## src/design/b64d_pkg.sv

```systemverilog
// Package for the streaming base64 decoder: item kinds, character codes,
// decoder state and result types. No dependencies.
`default_nettype none

package b64d_pkg;

    typedef enum logic [1:0] {
        KIND_DATA       = 2'd0,
        KIND_NEXT_PIECE = 2'd1,
        KIND_STATUS     = 2'd2,
        KIND_NEW_FILE   = 2'd3
    } t_kind;

    localparam int unsigned ACC_W   = 14;
    localparam int unsigned CNT_W   = 4;
    localparam int unsigned BYTE_W  = 8;
    localparam int unsigned SEXT_W  = 6;

    localparam logic [CNT_W-1:0] CNT_STEP = CNT_W'(SEXT_W);
    localparam logic [CNT_W-1:0] CNT_BYTE = CNT_W'(BYTE_W);
    localparam logic [CNT_W-1:0] CNT_MAX  = CNT_W'(6);

    localparam logic [7:0] CH_SPACE = 8'h20;
    localparam logic [7:0] CH_CR    = 8'h0D;
    localparam logic [7:0] CH_LF    = 8'h0A;
    localparam logic [7:0] CH_QUOTE = 8'h22;
    localparam logic [7:0] CH_UPPER_A = 8'h41;
    localparam logic [7:0] CH_UPPER_Z = 8'h5A;
    localparam logic [7:0] CH_LOWER_A = 8'h61;
    localparam logic [7:0] CH_LOWER_Z = 8'h7A;
    localparam logic [7:0] CH_DIGIT_0 = 8'h30;
    localparam logic [7:0] CH_DIGIT_9 = 8'h39;
    localparam logic [7:0] CH_PLUS  = 8'h2B;
    localparam logic [7:0] CH_SLASH = 8'h2F;

    localparam logic [7:0] LOWER_OFS = 8'd26;
    localparam logic [7:0] DIGIT_OFS = 8'd52;
    localparam logic [SEXT_W-1:0] SEXT_PLUS  = 6'd62;
    localparam logic [SEXT_W-1:0] SEXT_SLASH = 6'd63;

    typedef struct packed {
        logic [ACC_W-1:0] bit_accumulator;
        logic [CNT_W-1:0] bit_count;
        logic             piece_started;
        logic             no_error;
    } t_state;

    typedef struct packed {
        logic [BYTE_W-1:0] byte_out;
        logic              byte_valid;
        logic              status_ok;
    } t_result;

    localparam t_state STATE_RESET = '{
        bit_accumulator: '0,
        bit_count:       '0,
        piece_started:   1'b0,
        no_error:        1'b1
    };

endpackage

`default_nettype wire

```

## src/design/b64d_if.sv

```systemverilog
// Stream interfaces for the base64 decoder: input item channel and result
// channel, valid/ready handshake. Depends on nothing.
`default_nettype none

interface b64d_in_if;
    logic       valid;
    logic       ready;
    logic [1:0] kind;
    logic [7:0] data_byte;

    modport source (output valid, output kind, output data_byte, input ready);
    modport sink   (input valid, input kind, input data_byte, output ready);
endinterface

interface b64d_out_if;
    logic       valid;
    logic       ready;
    logic [7:0] byte_out;
    logic       byte_valid;
    logic       status_ok;

    modport source (output valid, output byte_out, output byte_valid, output status_ok,
                    input ready);
    modport sink   (input valid, input byte_out, input byte_valid, input status_ok,
                    output ready);
endinterface

`default_nettype wire

```

## src/design/b64d_step.sv

```systemverilog
// Per-item decode step: next decoder state and result from current state
// and one input item. Depends on b64d_pkg.
`default_nettype none

module b64d_step (
    input  wire b64d_pkg::t_state  i_state,
    input  wire logic [1:0]        i_kind,
    input  wire logic [7:0]        i_data_byte,
    output      b64d_pkg::t_state  o_state,
    output      b64d_pkg::t_result o_result
);
    import b64d_pkg::*;

    logic [7:0]        ofs;
    logic [SEXT_W-1:0] sextet;
    logic              sextet_ok;
    logic              is_space;
    logic [ACC_W-1:0]  acc_shift;
    logic [CNT_W-1:0]  cnt_sum;
    logic [CNT_W-1:0]  cnt_left;
    logic [ACC_W-1:0]  acc_aligned;

    always_comb begin
        ofs       = '0;
        sextet    = '0;
        sextet_ok = 1'b1;
        priority if (i_data_byte >= CH_UPPER_A && i_data_byte <= CH_UPPER_Z) begin
            ofs    = i_data_byte - CH_UPPER_A;
            sextet = ofs[SEXT_W-1:0];
        end else if (i_data_byte >= CH_LOWER_A && i_data_byte <= CH_LOWER_Z) begin
            ofs    = i_data_byte - CH_LOWER_A + LOWER_OFS;
            sextet = ofs[SEXT_W-1:0];
        end else if (i_data_byte >= CH_DIGIT_0 && i_data_byte <= CH_DIGIT_9) begin
            ofs    = i_data_byte - CH_DIGIT_0 + DIGIT_OFS;
            sextet = ofs[SEXT_W-1:0];
        end else if (i_data_byte == CH_PLUS) begin
            sextet = SEXT_PLUS;
        end else if (i_data_byte == CH_SLASH) begin
            sextet = SEXT_SLASH;
        end else begin
            sextet_ok = 1'b0;
        end
    end

    assign is_space    = (i_data_byte == CH_SPACE) || (i_data_byte == CH_CR)
                      || (i_data_byte == CH_LF);
    assign acc_shift   = {i_state.bit_accumulator[ACC_W-SEXT_W-1:0], sextet};
    assign cnt_sum     = i_state.bit_count + CNT_STEP;
    assign cnt_left    = cnt_sum - CNT_BYTE;
    assign acc_aligned = acc_shift >> cnt_left;

    always_comb begin
        o_state             = i_state;
        o_result.byte_out   = '0;
        o_result.byte_valid = 1'b0;
        unique case (i_kind)
            KIND_DATA: begin
                if (!i_state.piece_started) begin
                    if (!is_space) begin
                        o_state.piece_started = 1'b1;
                        if (i_data_byte != CH_QUOTE) begin
                            o_state.no_error = 1'b0;
                        end
                    end
                end else if (i_state.no_error && sextet_ok) begin
                    o_state.bit_accumulator = acc_shift;
                    if (cnt_sum >= CNT_BYTE) begin
                        o_state.bit_count   = cnt_left;
                        o_result.byte_out   = acc_aligned[BYTE_W-1:0];
                        o_result.byte_valid = 1'b1;
                    end else begin
                        o_state.bit_count = cnt_sum;
                    end
                end
            end
            KIND_NEXT_PIECE: begin
                o_state.bit_accumulator = '0;
                o_state.bit_count       = '0;
                o_state.piece_started   = 1'b0;
            end
            KIND_STATUS: begin
                o_state = i_state;
            end
            KIND_NEW_FILE: begin
                o_state = STATE_RESET;
            end
            default: begin
                o_state = i_state;
            end
        endcase
        o_result.status_ok = o_state.no_error && o_state.piece_started;
    end

endmodule

`default_nettype wire

```

## src/design/streaming_base64_decoder_top.sv

```systemverilog
// Streaming base64 decoder, top level: the result of an accepted item is registered
// and shown on o_out in the cycle after; throughput one item per cycle while o_out.ready is high.
// The result register frees when it is empty or o_out.ready is high, and i_in.ready follows it.
// Synchronous active-low reset returns decoder state to its initial values
// (no error, piece not started) and empties the result register.
// Depends on b64d_pkg, b64d_if and b64d_step.
`default_nettype none

module streaming_base64_decoder_top (
    input  wire logic  i_clk,
    input  wire logic  i_rst_n,
    b64d_in_if.sink    i_in,
    b64d_out_if.source o_out
);
    import b64d_pkg::*;

    t_state  r_state;
    t_state  n_state;
    t_result r_result;
    t_result n_result;
    logic    r_out_valid;
    logic    in_fire;

    assign i_in.ready = !r_out_valid || o_out.ready;
    assign in_fire    = i_in.valid && i_in.ready;

    b64d_step u_step (
        .i_state     (r_state),
        .i_kind      (i_in.kind),
        .i_data_byte (i_in.data_byte),
        .o_state     (n_state),
        .o_result    (n_result)
    );

    always_ff @(posedge i_clk) begin
        if (!i_rst_n) begin
            r_state     <= STATE_RESET;
            r_out_valid <= 1'b0;
        end else begin
            if (in_fire) begin
                r_state <= n_state;
            end
            if (i_in.ready) begin
                r_out_valid <= i_in.valid;
            end
        end
    end

    always_ff @(posedge i_clk) begin
        if (in_fire) begin
            r_result <= n_result;
        end
    end

    assign o_out.valid      = r_out_valid;
    assign o_out.byte_out   = r_result.byte_out;
    assign o_out.byte_valid = r_result.byte_valid;
    assign o_out.status_ok  = r_result.status_ok;

`ifndef SYNTH
    a_count_range: assert property (@(posedge i_clk) disable iff (!i_rst_n)
        r_state.bit_count <= CNT_MAX)
        else $error("bit count left its range");

    a_byte_implies_ok: assert property (@(posedge i_clk) disable iff (!i_rst_n)
        (r_out_valid && r_result.byte_valid) |-> r_result.status_ok)
        else $error("decoded byte without started, error-free piece");

    a_new_file_clears: assert property (@(posedge i_clk) disable iff (!i_rst_n)
        (in_fire && i_in.kind == KIND_NEW_FILE) |=>
        (r_state.no_error && !r_state.piece_started && r_state.bit_count == '0
         && r_out_valid && !r_result.byte_valid))
        else $error("new file did not clear state");

    a_status_holds: assert property (@(posedge i_clk) disable iff (!i_rst_n)
        (in_fire && i_in.kind == KIND_STATUS) |=> ($stable(r_state) && r_out_valid))
        else $error("status query changed state");

    a_accept_gives_result: assert property (@(posedge i_clk) disable iff (!i_rst_n)
        in_fire |=> r_out_valid)
        else $error("accepted transaction produced no result");
`endif

endmodule

`default_nettype wire
```

## src/flat_wrapper.sv

```systemverilog
// flat-port wrapper written by rule: the top's interface ports become plain ports
module streaming_base64_decoder_top_flat import b64d_pkg::*;
  (i_clk, i_rst_n, i_in_valid, i_in_kind, i_in_data_byte, i_in_ready, o_out_valid, o_out_byte_out, o_out_byte_valid, o_out_status_ok, o_out_ready);
  b64d_in_if i_in_i ();
  b64d_out_if o_out_i ();
  input  wire logic i_clk;
  input  wire logic i_rst_n;
  input wire logic [$bits(i_in_i.valid)-1:0] i_in_valid;
  input wire logic [$bits(i_in_i.kind)-1:0] i_in_kind;
  input wire logic [$bits(i_in_i.data_byte)-1:0] i_in_data_byte;
  output wire logic [$bits(i_in_i.ready)-1:0] i_in_ready;
  output wire logic [$bits(o_out_i.valid)-1:0] o_out_valid;
  output wire logic [$bits(o_out_i.byte_out)-1:0] o_out_byte_out;
  output wire logic [$bits(o_out_i.byte_valid)-1:0] o_out_byte_valid;
  output wire logic [$bits(o_out_i.status_ok)-1:0] o_out_status_ok;
  input wire logic [$bits(o_out_i.ready)-1:0] o_out_ready;
  assign i_in_i.valid = i_in_valid;
  assign i_in_i.kind = i_in_kind;
  assign i_in_i.data_byte = i_in_data_byte;
  assign i_in_ready = i_in_i.ready;
  assign o_out_valid = o_out_i.valid;
  assign o_out_byte_out = o_out_i.byte_out;
  assign o_out_byte_valid = o_out_i.byte_valid;
  assign o_out_status_ok = o_out_i.status_ok;
  assign o_out_i.ready = o_out_ready;
  streaming_base64_decoder_top u_core (.i_clk(i_clk), .i_rst_n(i_rst_n), .i_in(i_in_i), .o_out(o_out_i));
endmodule
```

## config.mk

```make
export PLATFORM = sky130hd
export DESIGN_NAME = streaming_base64_decoder_top_flat
export DESIGN_NICKNAME = d
export VERILOG_FILES = /design/src/design/b64d_pkg.sv /design/src/design/b64d_if.sv /design/src/design/b64d_step.sv /design/src/design/streaming_base64_decoder_top.sv /design/src/flat_wrapper.sv
export SDC_FILE = /design/constraint.sdc
export NUM_CORES = 1
export LEC_CHECK = 0
export BUFFER_PORTS_ARGS = -buffer_cell sky130_fd_sc_hd__buf_2
export CELL_PAD_IN_SITES_DETAIL_PLACEMENT = 1
export CELL_PAD_IN_SITES_GLOBAL_PLACEMENT = 2
export CORE_ASPECT_RATIO = 0.5
export CORE_MARGIN = 3
export CORE_UTILIZATION = 38
export DETAILED_ROUTE_END_ITERATION = 16
export PLACE_DENSITY = 0.85
export SLEW_MARGIN = 20
export SYNTH_ARGS = -nofsm -noshare
export SYNTH_HDL_FRONTEND = slang
export SYNTH_SLANG_ARGS = --single-unit
```

## constraint.sdc

```tcl
create_clock -name i_clk -period 3.79 [get_ports i_clk]
set_input_delay 0.5685 -clock i_clk [delete_from_list [all_inputs] [get_ports i_clk]]
set_output_delay 0.5685 -clock i_clk [all_outputs]
set_load 0.02 [all_outputs]
```

==> run summary <==
Worst-path maximum fanout: 13
Routability cong.: 0.973
DRT iter0 DRCs: 65
R2r startpoint: u_core.r_state[3]
Initial Util: 0.418
Outcome: finished clean
Tmin final: 2.93 ns
Routed vias: 1779
Combinational power share: 0.228
Syn-to-layout area delta: 12.3%
Post-CTS Setup Inserts: 0
Longest Clk Path Bufs: 2
Reg2Reg Setup Slack: 0.86 ns
Sink Count: 24
Worst Clk Skew: 0.00830 ns
Crit. End Element: flip-flop
Slew @ Worst Pin: 0.566 ns
Global route overflow: 0
Syn. warnings: 0
Final core occ: 0.470
Reg clk slew, reported paths: 0.09 ns
Max-cap violation count: 0
Part of the power in registers: 0.474
Max Slew Vio Count: 0
R2r worst-path depth: 8
Area share of the leading cell type in the synthesized netlist: 0.154
Critical Path Source Type: flip-flop
# resized after CTS: 0
# nets final: 270
Io pins: 26
Port Buffers: 25
End point of the critical path: u_core.o_out.byte_out[3]
DP Area: 0.00213 sq mm
Reg2Reg Capture Point: u_core.o_out.byte_out[3]
WL final: 5.63 mm
Critical Path Source: u_core.r_state[3]
Final Cell Area: 0.00219 sq mm
Post-route setup slack: 0.864 ns
Vias in the first global route: 1770
Internal power: 416 uW
Yosys reg bits: 24
NetSw: 177 uW
Mapped cell area: 0.00195 sq mm
Synth area leaders: edfxtp_1, dfxtp_1, ha_1
Leakage: 0.000865 uW
Main synth FF type: dfxtp_1
CP top delay family: compound AO/OA/AOI/OAI gates
Skew-Pair Late Insertion Delay: 0.27 ns
Die Wd: 107 um
Fin crit share: 0.772
DP HPWL: 4.47 mm
Most frequent cells in the layout: buf_2, nand2_1, ha_1
Unrepaired setup endpoints after global routing: no
Total CTS buffers: 3
Avg Inst Size Synth: 9.02 sq um
Worst Path Buf+Inv: 3
Critical-path cell list: clkinv_1 > buf_4 > ha_1 > inv_1 > nor2_1 > nand2_1 > a2111oi_0 > a2111oi_2
EDFF count, synth: 10
Core area: 0.00466 sq mm
Dpl ws: 0.591 ns
Rows: 17
Netlist cell types: 59
ANT cells: 0
Crit path DAT: 2.93 ns
Hold_buf cts: 0
VDD IR max: 0.125 mV
Most common cell after layout, fill and taps aside: buf_2
Share of synthesized registers carrying an async set or reset: 0
Worst EP required: 3.80 ns
WS Path Type: reg -> reg
Router iterations before antenna repair: 4
Finish-stage setup viols: 0
Die H: 56.6 um
Final hold viol count: 0
Clk pwr share: 0.299
DRC Markers: 0
Cells after synthesis: 216
Leading area contributor after synthesis: edfxtp_1
CTS root buffer: clkbuf_8
WL/cell: 18.4 um
Total GRT Usage: 0.193
Max frequency: 342 MHz
Post-layout total power: 593 uW
Pin count of the biggest net entering global routing: 14
Sequential-to-total area share from yosys stat: 0.298
Final ANT Viol Nets: 0
Layout cell share with drive strength beyond 1: 0.200
Pwr dens: 271 mW/mm^2
Mapped Nets: 245
CTS tree: yes
H-tree Lvls: 1
Critical Path Max Stage Delay: 0.60 ns
Via density: 5.81
Initial antenna violation count: 0
Sw Share: 0.298
WP depth: 8
TNS Setup: 0 ns
Crit-path slowest cell: dfxtp_1
Relative slew slack: 0.613
DIE AREA: 0.00608 sq mm
Min-Delay Path Class: reg -> reg
Global-route wire length before repair: 9.23 mm
[layer usage]
| metal | up-vias | routed length [um] | global-route usage |
|---|---|---|---|
| met5 | - | 0 | 0 |
| met4 | 0 | 76 | 0.0638 |
| met3 | 9 | 195 | 0.0287 |
| met2 | 36 | 2540 | 0.298 |
| met1 | 876 | 2820 | 0.274 |
| li1 | 858 | - | - |
[final cells by class]
class,count,area [sq um]
clock buffer,4,55.1
tap,66,82.6
multi-input combinational,169,1270
sequential,24,581
timing repair buffer,28,148
inverter,15,56.3
fill,551,2470
[logic make-up (layout without fill, tap and decap cells)]
family / after synthesis / after routing / synth area share
adders and majority gates: 15 / 15 / 0.0963
xor gates and xnor gates: 5 / 5 / 0.0225
DFF: 24 / 24 / 0.298
buffers and inverters: 23 / 47 / 0.0526
muxes: 5 / 5 / 0.0263
and+or+nand+nor: 74 / 74 / 0.217
AOI/OAI and AO/OA: 70 / 70 / 0.288
[Yosys cell counts (3+ instances only)]
library cell,n
a21oi_1,12
ha_1,15
clkbuf_1,4
inv_1,14
o21ai_0,10
a21o_1,3
a211oi_1,8
dfxtp_1,14
nand3_1,13
a211o_1,4
nand4_1,5
nor2_1,8
a21boi_1,3
o2bb2ai_1,5
nand2b_1,9
mux2i_1,4
a21boi_0,3
xnor2_1,3
edfxtp_1,10
nand2_1,15
[stage by stage]
stage,std cells,hold slack [ns]
after floorplan,216,0.435
after detailed placement,302,0.465
after global placement,302,0.459
final,306,0.474
after CTS,306,0.479
after global routing,306,0.510
[how the worst min path moves through the flow]
stage / cells past startpoint / to / from / slack (ns)
2_1_floorplan: 2 / u_core.r_state[10] / u_core.r_state[10] / 0.44
3_3_place_gp: 2 / u_core.r_state[4] / u_core.r_state[4] / 0.46
3_5_place_dp: 2 / u_core.r_state[10] / u_core.r_state[10] / 0.46
4_1_cts: 2 / u_core.r_state[4] / u_core.r_state[4] / 0.48
5_1_grt: 2 / u_core.r_state[4] / u_core.r_state[4] / 0.51
6_report: 2 / u_core.r_state[4] / u_core.r_state[4] / 0.47
[state kept, by name (all words and copies together), names as in the netlist]
| register | flops |
|---|---|
| u_core.o_out.valid | 1 |
| u_core.r_state | 13 |
| u_core.o_out.byte_valid | 1 |
| u_core.o_out.status_ok | 1 |
| u_core.o_out.byte_out | 8 |
[worst min-delay path, stage by stage, from the launching register on]
cell and delay [ns]:
dfxtp_1 0.32, nand2b_1 0.06, a21boi_1 0.05
[power groups by stage]
stage / logic [uW] / clock network (uW) / registers [uW]
6_report: 135 / 177 / 281
5_1_grt: 149 / 190 / 282
4_1_cts: 134 / 179 / 281
3_5_place_dp: 134 / 0 / 287
3_3_place_gp: 131 / 0 / 287
2_1_floorplan: 84.3 / 0 / 294
Note: power is estimated with default switching activity, not from simulation.
